===== src/hw/rtl/spq_pkg.sv =====
`default_nettype none

package spq_pkg;

   localparam logic OP_INSERT = 1'b0;
   localparam logic OP_POP    = 1'b1;

   localparam logic [1:0] STATUS_INSERTED = 2'd0;
   localparam logic [1:0] STATUS_POPPED   = 2'd1;
   localparam logic [1:0] STATUS_FULL     = 2'd2;
   localparam logic [1:0] STATUS_EMPTY    = 2'd3;

   typedef struct packed {
      logic        opcode;
      logic [7:0]  priority_req;
      logic [15:0] tag;
   } req_type;

   typedef struct packed {
      logic [1:0]  status;
      logic [7:0]  out_priority;
      logic [15:0] out_tag;
   } rsp_type;

   typedef struct packed {
      logic [7:0]  prio;
      logic [15:0] tag;
   } entry_type;

   // broadcast to every cell of the chain
   typedef struct packed {
      logic      insert;
      logic      pop;
      entry_type newcomer;
   } ctrl_type;

endpackage

`default_nettype wire


===== src/hw/rtl/spq_cell.sv =====
`default_nettype none

module spq_cell (
   input  wire                  clock,
   input  wire spq_pkg::ctrl_type  ctrl,
   input  wire                  occupied,
   input  wire                  left_lower,
   input  wire spq_pkg::entry_type left_entry,
   input  wire spq_pkg::entry_type right_entry,
   output logic                 lower,
   output spq_pkg::entry_type   entry
);

   spq_pkg::entry_type entry_ff;
   spq_pkg::entry_type entry_in;

   // empty slots count as lower than anything, so the newcomer or a shifted entry can land there
   assign lower = !occupied || (entry_ff.prio < ctrl.newcomer.prio);

   always_comb begin
      entry_in = entry_ff;
      if (ctrl.insert && lower) begin
         if (left_lower) begin
            entry_in = left_entry;
         end else begin
            entry_in = ctrl.newcomer;
         end
      end else if (ctrl.pop) begin
         entry_in = right_entry;
      end
   end

   always_ff @(posedge clock) begin
      entry_ff <= entry_in;
   end

   assign entry = entry_ff;

endmodule

`default_nettype wire


===== src/hw/rtl/sorted_priority_queue.sv =====
// A result appears in the output register in the cycle after its request is accepted.
// Throughput: one request per cycle; every cell compares against the newcomer and
// shifts toward its neighbor in the same cycle. Requests stall only while a result
// waits in the output register for rsp_ready.
// Reset: synchronous, active high; clears the occupancy count and the output valid.
// Entry storage is not cleared; slots above the occupancy never reach a response.
`default_nettype none

module sorted_priority_queue #(
   parameter int QUEUE_DEPTH = 16
) (
   input  wire               clock,
   input  wire               reset,
   input  wire               req_valid,
   output logic              req_ready,
   input  wire spq_pkg::req_type req_data,
   output logic              rsp_valid,
   input  wire               rsp_ready,
   output spq_pkg::rsp_type  rsp_data
);

   localparam int CountW = $clog2(QUEUE_DEPTH + 1);

   logic [CountW-1:0] count_ff;
   logic [CountW-1:0] count_in;
   logic              rsp_valid_ff;
   logic              rsp_valid_in;
   spq_pkg::rsp_type  rsp_data_ff;
   spq_pkg::rsp_type  rsp_data_in;

   logic              accept;
   logic              full;
   logic              empty;
   spq_pkg::ctrl_type ctrl;

   logic               [QUEUE_DEPTH-1:0] occupied;
   logic               [QUEUE_DEPTH-1:0] lower;
   spq_pkg::entry_type [QUEUE_DEPTH-1:0] entries;

   assign req_ready = !rsp_valid_ff || rsp_ready;
   assign accept    = req_valid && req_ready;
   assign full      = (count_ff == CountW'(QUEUE_DEPTH));
   assign empty     = (count_ff == '0);

   always_comb begin
      ctrl.insert        = accept && (req_data.opcode == spq_pkg::OP_INSERT) && !full;
      ctrl.pop           = accept && (req_data.opcode == spq_pkg::OP_POP) && !empty;
      ctrl.newcomer.prio = req_data.priority_req;
      ctrl.newcomer.tag  = req_data.tag;
   end

   for (genvar i = 0; i < QUEUE_DEPTH; i++) begin : g_cell
      assign occupied[i] = (count_ff > CountW'(i));
      spq_cell u_cell (
         .clock       (clock),
         .ctrl        (ctrl),
         .occupied    (occupied[i]),
         .left_lower  ((i == 0) ? 1'b0 : lower[(i == 0) ? 0 : i - 1]),
         .left_entry  (entries[(i == 0) ? 0 : i - 1]),
         .right_entry (entries[(i == QUEUE_DEPTH - 1) ? i : i + 1]),
         .lower       (lower[i]),
         .entry       (entries[i])
      );
   end

   always_comb begin
      count_in = count_ff;
      if (ctrl.insert) begin
         count_in = count_ff + 1'b1;
      end else if (ctrl.pop) begin
         count_in = count_ff - 1'b1;
      end
   end

   always_comb begin
      rsp_valid_in = rsp_valid_ff && !rsp_ready;
      rsp_data_in  = rsp_data_ff;
      if (accept) begin
         rsp_valid_in = 1'b1;
         rsp_data_in  = '0;
         if (req_data.opcode == spq_pkg::OP_INSERT) begin
            rsp_data_in.status = full ? spq_pkg::STATUS_FULL : spq_pkg::STATUS_INSERTED;
         end else if (empty) begin
            rsp_data_in.status = spq_pkg::STATUS_EMPTY;
         end else begin
            rsp_data_in.status       = spq_pkg::STATUS_POPPED;
            rsp_data_in.out_priority = entries[0].prio;
            rsp_data_in.out_tag      = entries[0].tag;
         end
      end
   end

   always_ff @(posedge clock) begin
      if (reset) begin
         count_ff     <= '0;
         rsp_valid_ff <= 1'b0;
      end else begin
         count_ff     <= count_in;
         rsp_valid_ff <= rsp_valid_in;
      end
   end

   always_ff @(posedge clock) begin
      rsp_data_ff <= rsp_data_in;
   end

   assign rsp_valid = rsp_valid_ff;
   assign rsp_data  = rsp_data_ff;

`ifndef SYNTHESIS
   a_count_bound: assert property (@(posedge clock) disable iff (reset)
      count_ff <= CountW'(QUEUE_DEPTH))
      else $error("occupancy above depth");

   a_insert_grows: assert property (@(posedge clock) disable iff (reset)
      ctrl.insert |=> (count_ff == $past(count_ff) + 1'b1))
      else $error("insert did not grow occupancy");

   a_pop_head: assert property (@(posedge clock) disable iff (reset)
      ctrl.pop |=> (rsp_valid && rsp_data.status == spq_pkg::STATUS_POPPED
                    && rsp_data.out_priority == $past(entries[0].prio)))
      else $error("pop did not return head");
`endif

endmodule

`default_nettype wire

===== config.mk =====
export PLATFORM = sky130hd
export DESIGN_NAME = sorted_priority_queue
export DESIGN_NICKNAME = d
export VERILOG_FILES = /design/src/hw/rtl/spq_pkg.sv /design/src/hw/rtl/spq_cell.sv /design/src/hw/rtl/sorted_priority_queue.sv
export SDC_FILE = /design/constraint.sdc
export NUM_CORES = 1
export LEC_CHECK = 0
export CORE_MARGIN = 1
export CORE_UTILIZATION = 48
export DETAILED_ROUTE_END_ITERATION = 8
export DONT_BUFFER_PORTS = 1
export SLEW_MARGIN = 40
export SYNTH_ARGS = -nofsm -noshare
export SYNTH_HDL_FRONTEND = slang
export SYNTH_SLANG_ARGS = --single-unit

===== constraint.sdc =====
create_clock -name clock -period 13.75 [get_ports clock]
set_input_delay 2.75 -clock clock [delete_from_list [all_inputs] [get_ports clock]]
set_output_delay 2.75 -clock clock [all_outputs]
set_load 0.01 [all_outputs]

==> flow_metrics.env, run 1 <==
export IMPL_pre_cts_ws_ns=7.615
export IMPL_cts_sinks=416
export IMPL_die_h_um=223.2
export IMPL_fin_tns_setup_ns=0
export IMPL_p_int_mw=3.306
export IMPL_final_area_sq_um=25470
export IMPL_clockBufferDepth=3
export IMPL_pwr_share_comb_pct=32.3
export IMPL_syn2layout_area_growth_pct=8.474
export IMPL_path_clk_slew_ns=0.06
export IMPL_nFillCells=4177
export IMPL_placed_area_sq_um=23970
export IMPL_setup_worst_path_start_class="input port"
export IMPL_synth_seq_cells=416
export IMPL_yosysTopAreaCellShare_pct=52.44
export IMPL_gp_congestion=0.8547
export IMPL_fin_total_pwr_mw=5.064
export IMPL_post_route_util_pct=53.12
export IMPL_rsz0062_at_grt="false"
export IMPL_dieWidth_um=223.2
export IMPL_vias=15366
export IMPL_ir_drop_v=0.00009871
export IMPL_clock_latency_ns=0.60
export IMPL_route_detailed_drc=0
export IMPL_ant_nets=0
export IMPL_ios=57
export IMPL_post_layout_nonfiller_instances=2648
export IMPL_async_flop_share_pct=0
export IMPL_dp_hpwl_um=39180
export IMPL_use_met2_pct=35.03
export IMPL_worstPathMaxFanout=3
export IMPL_viasPerCell=5.803
export IMPL_rows=80
export IMPL_seqCellArea_sq_um=12430
export IMPL_netlist_area_sq_um=23480
export IMPL_synth_yosys_seq_area_share_pct=52.95
export IMPL_routed_wl_um=56100
export IMPL_multi_input_area_sq_um=10370
export IMPL_first_pass_iters=5
export IMPL_synth_edf_count=410
export IMPL_p_per_area_nw_per_um2=198.9
export IMPL_drive_gt1_share_pct=8.854
export IMPL_grt_pass1_wl_um=88260
export IMPL_hold_buffers=0
export IMPL_synth_fp_nets=2206
export IMPL_synth_most_common_cell="edfxtp_1"
export IMPL_cts_resized=0
export IMPL_min_period_ns=5.694
export IMPL_synth_commonest_cells="edfxtp_1, mux2i_1, a21oi_1, nand2_1, nor2_1"
export IMPL_yosysTopAreaCell="edfxtp_1"
export IMPL_hold_slack_ns=0.5303
export IMPL_antennaDiodeCount=0
export IMPL_p_seq_share_pct=43.7
export IMPL_skew_ns=0.01769
export IMPL_post_cts_buffers=0
export IMPL_h_tree_depth=2
export IMPL_netlist_instances=2059
export IMPL_ys_warnings_count=0
export IMPL_met1_usage_pct=32.94
export IMPL_clockPowerShare_pct=24.0
export IMPL_setup_viol=0
export IMPL_avgSynthCellArea_sq_um=11.40
export IMPL_grt_overflow=0
export IMPL_cp_top_family="simple AND/OR/NAND/NOR gates"
export IMPL_slowest_delay_ns=0.19
export IMPL_numCtsBuffers=48
export IMPL_core_sq_um=47950
export IMPL_path_cells="nand2b_1"
export IMPL_critical_path_class="in2out"
export IMPL_drtIter0Drc=1116
export IMPL_report_final_slew_viol_count=0
export IMPL_run_status="finished, final reports clean"
export IMPL_period_share_pct=41.41
export IMPL_cp_arrival_ns=2.94
export IMPL_p_leak_nw=9.966
export IMPL_yosysUniqueCellTypes=62
export IMPL_dieArea_sq_um=49800
export IMPL_synthTopCellsByArea="edfxtp_1, mux2i_1, ha_1, a21oi_1, nand2_1"
export IMPL_power_net_switching_mw=1.759
export IMPL_critPathRequiredTime_ns=11.00
export IMPL_slowest_stage="nand2b_1"
export IMPL_nNetsFinal=2145
export IMPL_layout_setup_ws_ns=8.056
export IMPL_global_route_usage_met3_pct=3.398
export IMPL_cp_buffers_inverters=0
export IMPL_grt_pass1_vias=14815
export IMPL_dp_cells=2562
export IMPL_cts_tree="yes"
export IMPL_antenna_found_initial=0
export IMPL_p_sw_share_pct=34.73
export IMPL_clock_fmax_ghz=0.1756
export IMPL_hold_viol=0
export IMPL_synthFlopType="edfxtp_1"
export IMPL_critPathCaptureType="output port"
export IMPL_busiest_layer="met2"
export IMPL_hold_class="reg2reg"
export IMPL_slew_limit_headroom_pct=45.07
export IMPL_clockRootBuffer="clkbuf_16"
export IMPL_wire_per_inst_um=21.19
export IMPL_port_buffers=0
export IMPL_worstMarginPinSlew_ns=0.8230
export IMPL_maxCapViolations=0
export IMPL_grt_max_degree=50
export IMPL_start_util_pct=48.97
export IMPL_globalRouteTotalUtil_pct=22.57
==> cells by family after synthesis <==
group / share of synthesized area (%)
buf+inv: 3.501
mux: 16.60
xor+xnor: 0.1865
simple gates: 9.150
fa+ha+maj: 6.289
compound gates: 11.32
flops: 52.95
==> path summary, 6_finish.rpt <==
check | from | to | slack, ns | cells after the start
hold reg to reg | g_cell[14].u_cell.entry[15] | g_cell[13].u_cell.entry[15] | 0.53 | 2
setup reg to reg | count_ff[0] | g_cell[10].u_cell.entry[7] | 10.05 | 9
hold / removal | g_cell[14].u_cell.entry[15] | g_cell[13].u_cell.entry[15] | 0.53 | 2
setup / recovery | rsp_ready | req_ready | 8.06 | 1
==> per-layer routing <==
metal,routed length [um],vias to the layer above
li1,-,7483
met1,27030,7426
met2,25110,379
met3,2770,78
met4,1195,0
met5,0,-
==> cells in the final DEF, fill, tap and decap left out, drive strengths merged, types with 2 or more instances in the layout <==
cell,n
a2111o,2
a2111oi,6
a211o,2
a211oi,9
a21o,7
a21oi,216
a22oi,2
a311o,2
a31o,2
a31oi,4
and2,7
and3,26
buf,40
bufinv,3
clkbuf,58
clkinv,22
dfxtp,6
edfxtp,410
ha,118
inv,14
mux2,41
mux2i,336
nand2,214
nand2b,27
nand3,3
nand4,11
nor2,194
nor2b,2
nor3,4
nor4,2
nor4b,4
o21a,9
o21ai,208
o21bai,3
o31ai,2
or3,2
xor2,4
==> worst min-delay path, cell delays in order, from the launching register on <==
cell and delay [ns]:
edfxtp_1 0.33, nand2_1 0.04, o21ai_0 0.05
==> flip-flops by register name, summed over array words and instances (netlist names) <==
register,cells
count_ff,5
g_cell.u_cell.entry,384
rsp_data,26
rsp_valid,1
==> power groups by stage <==
stage               clock (mW)  combinational [mW]  sequential [mW]
floorplan                    0                1.31             2.11
global placement             0                1.58             2.23
detailed placement           0                1.64             2.23
CTS                       1.24                1.64             2.21
global route              1.29                1.82             2.25
finish                    1.21                1.64             2.21
==> area by class of cell <==
type                            count  area share (%)
Clock inverter                     27          0.8401
Sequential cell                   416           48.82
Clock buffer                       58           4.864
Multi-Input combinational cell   1479           40.72
Inverter                           13          0.1916
Tap cell                          615           3.022
Timing Repair Buffer               40           1.543
(Power assumes the default switching activity.)
==> run 2, diff against run 1 <==
- PLACE_DENSITY: default -> 0.65
- clock period: 13.75 -> 5.15 ns (I/O delays scaled with it)
==> run 2 against run 1 <==
  * Sequential power rose to 2.6 times the previous value
  * Routed wire length fell by 12%
  * Global-route usage fell by 2.7 points
  * Sequential share of layout area rose by 0.25 points
  * Hold slack got worse by 0.016 ns
  * Largest cell class unchanged
  * Register-to-register slack got worse by 8.1 ns
  * Largest power group unchanged
==> flow_metrics.env, run 2 (same netlist as run 1, synthesis figures left out) <==
export IMPL_pwr_share_comb_pct=32.6
export IMPL_maxCapViolations=0
export IMPL_hold_class="in2reg"
export IMPL_final_cell_mix="edfxtp_1, mux2i_1, nand2_1"
export IMPL_die_h_um=223.2
export IMPL_grt_overflow=0
export IMPL_placed_area_sq_um=23940
export IMPL_pre_cts_ws_ns=1.278
export IMPL_dp_hpwl_um=36850
export IMPL_port_buffers=0
export IMPL_worstMarginPinSlew_ns=0.8678
export IMPL_grt_max_degree=50
export IMPL_ant_nets=0
export IMPL_layout_setup_ws_ns=1.738
export IMPL_cp_arrival_ns=3.72
export IMPL_route_detailed_drc=0
export IMPL_r2r_end="g_cell[14].u_cell.entry[12]"
export IMPL_p_sw_share_pct=34.02
export IMPL_drive_gt1_share_pct=8.493
export IMPL_cts_resized=0
export IMPL_p_int_mw=8.697
export IMPL_start_util_pct=48.97
export IMPL_rows=80
export IMPL_worstHoldPathCells=1
export IMPL_post_layout_nonfiller_instances=2652
export IMPL_skew_ns=0.02109
export IMPL_path_clk_slew_ns=0.06
export IMPL_critPathRequiredTime_ns=5.46
export IMPL_globalRouteTotalUtil_pct=19.86
export IMPL_dieArea_sq_um=49800
export IMPL_dieWidth_um=223.2
export IMPL_p_seq_share_pct=44.2
export IMPL_viasPerCell=5.629
export IMPL_ir_drop_v=0.0002889
export IMPL_slew_limit_headroom_pct=40.65
export IMPL_vias=14928
export IMPL_p_per_area_nw_per_um2=520.3
export IMPL_first_pass_iters=5
export IMPL_hold_buffers=0
export IMPL_rsz0062_at_grt="false"
export IMPL_syn2layout_area_growth_pct=7.914
export IMPL_ios=57
export IMPL_worstPathMaxFanout=20
export IMPL_regToRegSetupSlack_ns=1.92
export IMPL_report_final_slew_viol_count=0
export IMPL_clock_fmax_ghz=0.2931
export IMPL_fin_total_pwr_mw=13.18
export IMPL_clockBufferDepth=3
export IMPL_largest_reg_flops=384
export IMPL_reg2reg_depth=8
export IMPL_period_share_pct=66.26
export IMPL_post_cts_buffers=0
export IMPL_power_net_switching_mw=4.484
export IMPL_hold_viol=0
export IMPL_final_area_sq_um=25340
export IMPL_antennaDiodeCount=0
export IMPL_critPathCaptureType="flip-flop"
export IMPL_h_tree_depth=2
export IMPL_clockRootBuffer="clkbuf_16"
export IMPL_hold_slack_ns=0.5142
export IMPL_dp_cells=2572
export IMPL_core_sq_um=47950
export IMPL_cts_sinks=416
export IMPL_setup_worst_path_start_class="input port"
export IMPL_hp_start="reset"
export IMPL_fin_tns_setup_ns=0
export IMPL_gp_congestion=0.8357
export IMPL_antenna_found_initial=0
export IMPL_clockPowerShare_pct=23.2
export IMPL_routed_wl_um=49330
export IMPL_post_route_util_pct=52.84
export IMPL_setup_viol=0
export IMPL_worstHoldEndpoint="rsp_valid"
export IMPL_run_status="finished, final reports clean"
export IMPL_drtIter0Drc=1053
export IMPL_grt_pass1_vias=14751
export IMPL_cts_tree="yes"
export IMPL_grt_pass1_wl_um=79750
export IMPL_wire_per_inst_um=18.60
export IMPL_final_common_cell="edfxtp_1"
export IMPL_reg2reg_from="count_ff[0]"
export IMPL_clock_latency_ns=0.59
export IMPL_numCtsBuffers=44
export IMPL_p_leak_nw=9.937
export IMPL_critical_path_class="in2reg"
export IMPL_nNetsFinal=2150
export IMPL_min_period_ns=3.412
run 2: area by class of cell:
| cell class | count | area, sq um |
|---|---|---|
| Fill cell | 4062 | 22610 |
| Sequential cell | 416 | 12430 |
| Multi-Input combinational cell | 1479 | 10330 |
| Clock buffer | 56 | 1187 |
| Tap cell | 615 | 769.5 |
| Timing Repair Buffer | 49 | 380.4 |
| Clock inverter | 24 | 188.9 |
| Inverter | 13 | 48.80 |
run 2: worst max-delay path, cell delays in order:
cell and delay, ns:
inv_1 0.50, ha_1 0.35, a2111oi_0 0.76, nor4b_1 0.15, a21o_1 0.30, buf_4 0.28, mux2i_1 0.23, o21ai_1 0.08
run 2: worst max path at each step:
| stage | cells past startpoint | endpoint | from |
|---|---|---|---|
| after floorplan | 8 | g_cell[12].u_cell.entry[0] | req_data[17] |
| after global placement | 8 | g_cell[2].u_cell.entry[10] | req_data[21] |
| after detailed placement | 7 | g_cell[2].u_cell.entry[11] | req_data[17] |
| after CTS | 7 | g_cell[2].u_cell.entry[14] | req_data[17] |
| after global routing | 7 | g_cell[3].u_cell.entry[14] | req_data[17] |
| final | 8 | g_cell[2].u_cell.entry[9] | req_data[17] |
run 2: power groups by stage:
stage                     Combinational (mW)  Clock (mW)  Sequential (mW)
after CTS                               4.31        3.15             5.82
after floorplan                         3.49           0             5.63
final                                   4.30        3.06             5.82
after global routing                    4.81        3.25             5.94
after detailed placement                4.30           0             5.87
after global placement                  4.16           0             5.84
run 2: routing by layer:
metal	vias to the layer above	track usage (%)	wire, um
met2	359	33.00	23310
met1	6993	26.77	22570
met3	73	2.818	2473
li1	7503	-	-
met4	0	6.429	986
met5	-	0	0
==> run 3, diff against run 2 <==
- clock period: 5.15 -> 2.8 ns (I/O delays scaled with it)
==> run 3 against run 2 <==
  * The run now ends with DRC left
  * Critical path depth did not move
  * Clock-buffer cell count fell by 1
  * Global-route usage rose by 1.5 points
  * Flip-flop and latch count did not move
  * Setup slack got worse by 1.5 ns
  * Via count rose by 3.1%
  * Total power rose by 89%
  * Combinational power rose by 100%
  * Sequential share of layout area fell by 1.3 points
  * Sequential power rose by 84%
  * Cell area rose by 2.8%
  * Critical endpoint is now g_cell[3].u_cell.entry[10]
  * Largest cell class unchanged
==> flow_metrics.env, run 3 (same netlist as run 1, synthesis figures left out) <==
export IMPL_routed_wl_um=52740
export IMPL_final_cell_mix="edfxtp_1, mux2i_1, a21oi_1"
export IMPL_cts_tree="yes"
export IMPL_cts_resized=0
export IMPL_grt_overflow=0
export IMPL_period_share_pct=91.97
export IMPL_pre_cts_ws_ns=-0.04243
export IMPL_dp_cells=2594
export IMPL_dieArea_sq_um=49800
export IMPL_wire_per_inst_um=19.71
export IMPL_ir_drop_v=0.0005167
export IMPL_multi_input_area_sq_um=10430
export IMPL_cp_buffers_inverters=2
export IMPL_drtIter0Drc=1073
export IMPL_hp_start="reset"
export IMPL_skew_ns=0.01656
export IMPL_slowest_delay_ns=0.55
export IMPL_p_leak_nw=10.22
export IMPL_syn2layout_area_growth_pct=10.93
export IMPL_first_pass_iters=7
export IMPL_final_area_sq_um=26040
export IMPL_critical_path_class="reg2reg"
export IMPL_cts_sinks=416
export IMPL_min_period_ns=2.575
export IMPL_globalRouteTotalUtil_pct=21.32
export IMPL_setup_worst_path_start_class="flip-flop"
export IMPL_report_final_slew_viol_count=0
export IMPL_ios=57
export IMPL_slowest_stage="o21ai_0"
export IMPL_ant_nets=0
export IMPL_grt_pass1_vias=15076
export IMPL_hold_viol=0
export IMPL_seqCellArea_sq_um=12430
export IMPL_viasPerCell=5.753
export IMPL_dp_hpwl_um=37910
export IMPL_h_tree_depth=2
export IMPL_largest_reg_flops=384
export IMPL_path_cells="buf_4 > ha_1 > o21ai_0 > and2_1 > a31o_2 > buf_12 > mux2i_1 > o21ai_0"
export IMPL_grt_pass1_wl_um=84370
export IMPL_grt_max_degree=50
export IMPL_die_h_um=223.2
export IMPL_nFillCells=4033
export IMPL_run_status="finished with violations"
export IMPL_cp_top_family="compound AO/OA/AOI/OAI gates"
export IMPL_p_per_area_nw_per_um2=958.3
export IMPL_core_sq_um=47950
export IMPL_worstMarginPinSlew_ns=0.6991
export IMPL_final_common_cell="edfxtp_1"
export IMPL_rows=80
export IMPL_cp_common_cell="o21ai_0"
export IMPL_gp_congestion=0.9062
export IMPL_dieWidth_um=223.2
export IMPL_route_detailed_drc=1
export IMPL_critPathRequiredTime_ns=3.14
export IMPL_clockRootBuffer="clkbuf_16"
export IMPL_maxCapViolations=0
export IMPL_post_cts_buffers=0
export IMPL_numCtsBuffers=45
export IMPL_vias=15394
export IMPL_setup_viol=0
export IMPL_antenna_found_initial=1
export IMPL_clock_fmax_ghz=0.3883
export IMPL_slew_limit_headroom_pct=52.90
export IMPL_violations="DRC"
export IMPL_post_layout_nonfiller_instances=2676
export IMPL_nNetsFinal=2173
export IMPL_hold_class="in2reg"
export IMPL_drive_gt1_share_pct=10.72
export IMPL_reg2reg_from="count_ff[1]"
export IMPL_rsz0062_at_grt="false"
export IMPL_cp_arrival_ns=2.91
export IMPL_critPathCaptureType="flip-flop"
export IMPL_port_buffers=0
export IMPL_startpoint="count_ff[1]"
export IMPL_layout_setup_ws_ns=0.2248
export IMPL_antennaDiodeCount=0
export IMPL_clock_latency_ns=0.59
export IMPL_placed_area_sq_um=24680
export IMPL_start_util_pct=48.97
export IMPL_path_clk_slew_ns=0.06
export IMPL_clockBufferDepth=3
export IMPL_hold_buffers=0
export IMPL_worstPathMaxFanout=20
[run 3: where the power goes]
part           switching [mW]  leakage (nW)  internal [mW]
registers                1.16          3.91           9.56
logic                    4.94          5.64           3.69
clock network            2.50         0.664           3.11
[run 3: path summary, 6_finish.rpt]
path	endpoint	slack (ns)	depth (start not counted)
max	g_cell[3].u_cell.entry[10]	0.22	8
max reg2reg	g_cell[3].u_cell.entry[10]	0.22	8
min	count_ff[0]	0.04	1
min reg2reg	count_ff[1]	0.53	2
[run 3: cell type report]
type | instances | area share [%]
Clock buffer | 55 | 4.550
Clock inverter | 27 | 0.6726
Inverter | 13 | 0.2450
Multi-Input combinational cell | 1479 | 40.06
Sequential cell | 416 | 47.74
Tap cell | 615 | 2.955
Timing Repair Buffer | 71 | 3.776
[run 3: routing by layer]
| metal | share of wire, % | track usage (%) | routed length (um) |
|---|---|---|---|
| met2 | 47 | 35.51 | 24860 |
| met3 | 4.2 | 3.253 | 2206 |
| met5 | 0 | 0 | 0 |
| met4 | 1.8 | 4.917 | 948 |
| met1 | 47 | 29.28 | 24730 |
[run 3: metrics by stage]
stage / setup TNS [ns] / power, mW / hold slack (ns) / util, %
2_1_floorplan: -0.8818 / 16.87 / 0.5160 / -
3_3_place_gp: 0 / 19.16 / 0.5059 / 51.48
3_5_place_dp: -0.9978 / 19.45 / 0.5116 / 51.48
4_1_cts: 0 / 25.11 / 0.008621 / 54.32
5_1_grt: 0 / 26.40 / 0.01346 / 54.32
6_report: 0 / 24.96 / 0.03665 / 54.32
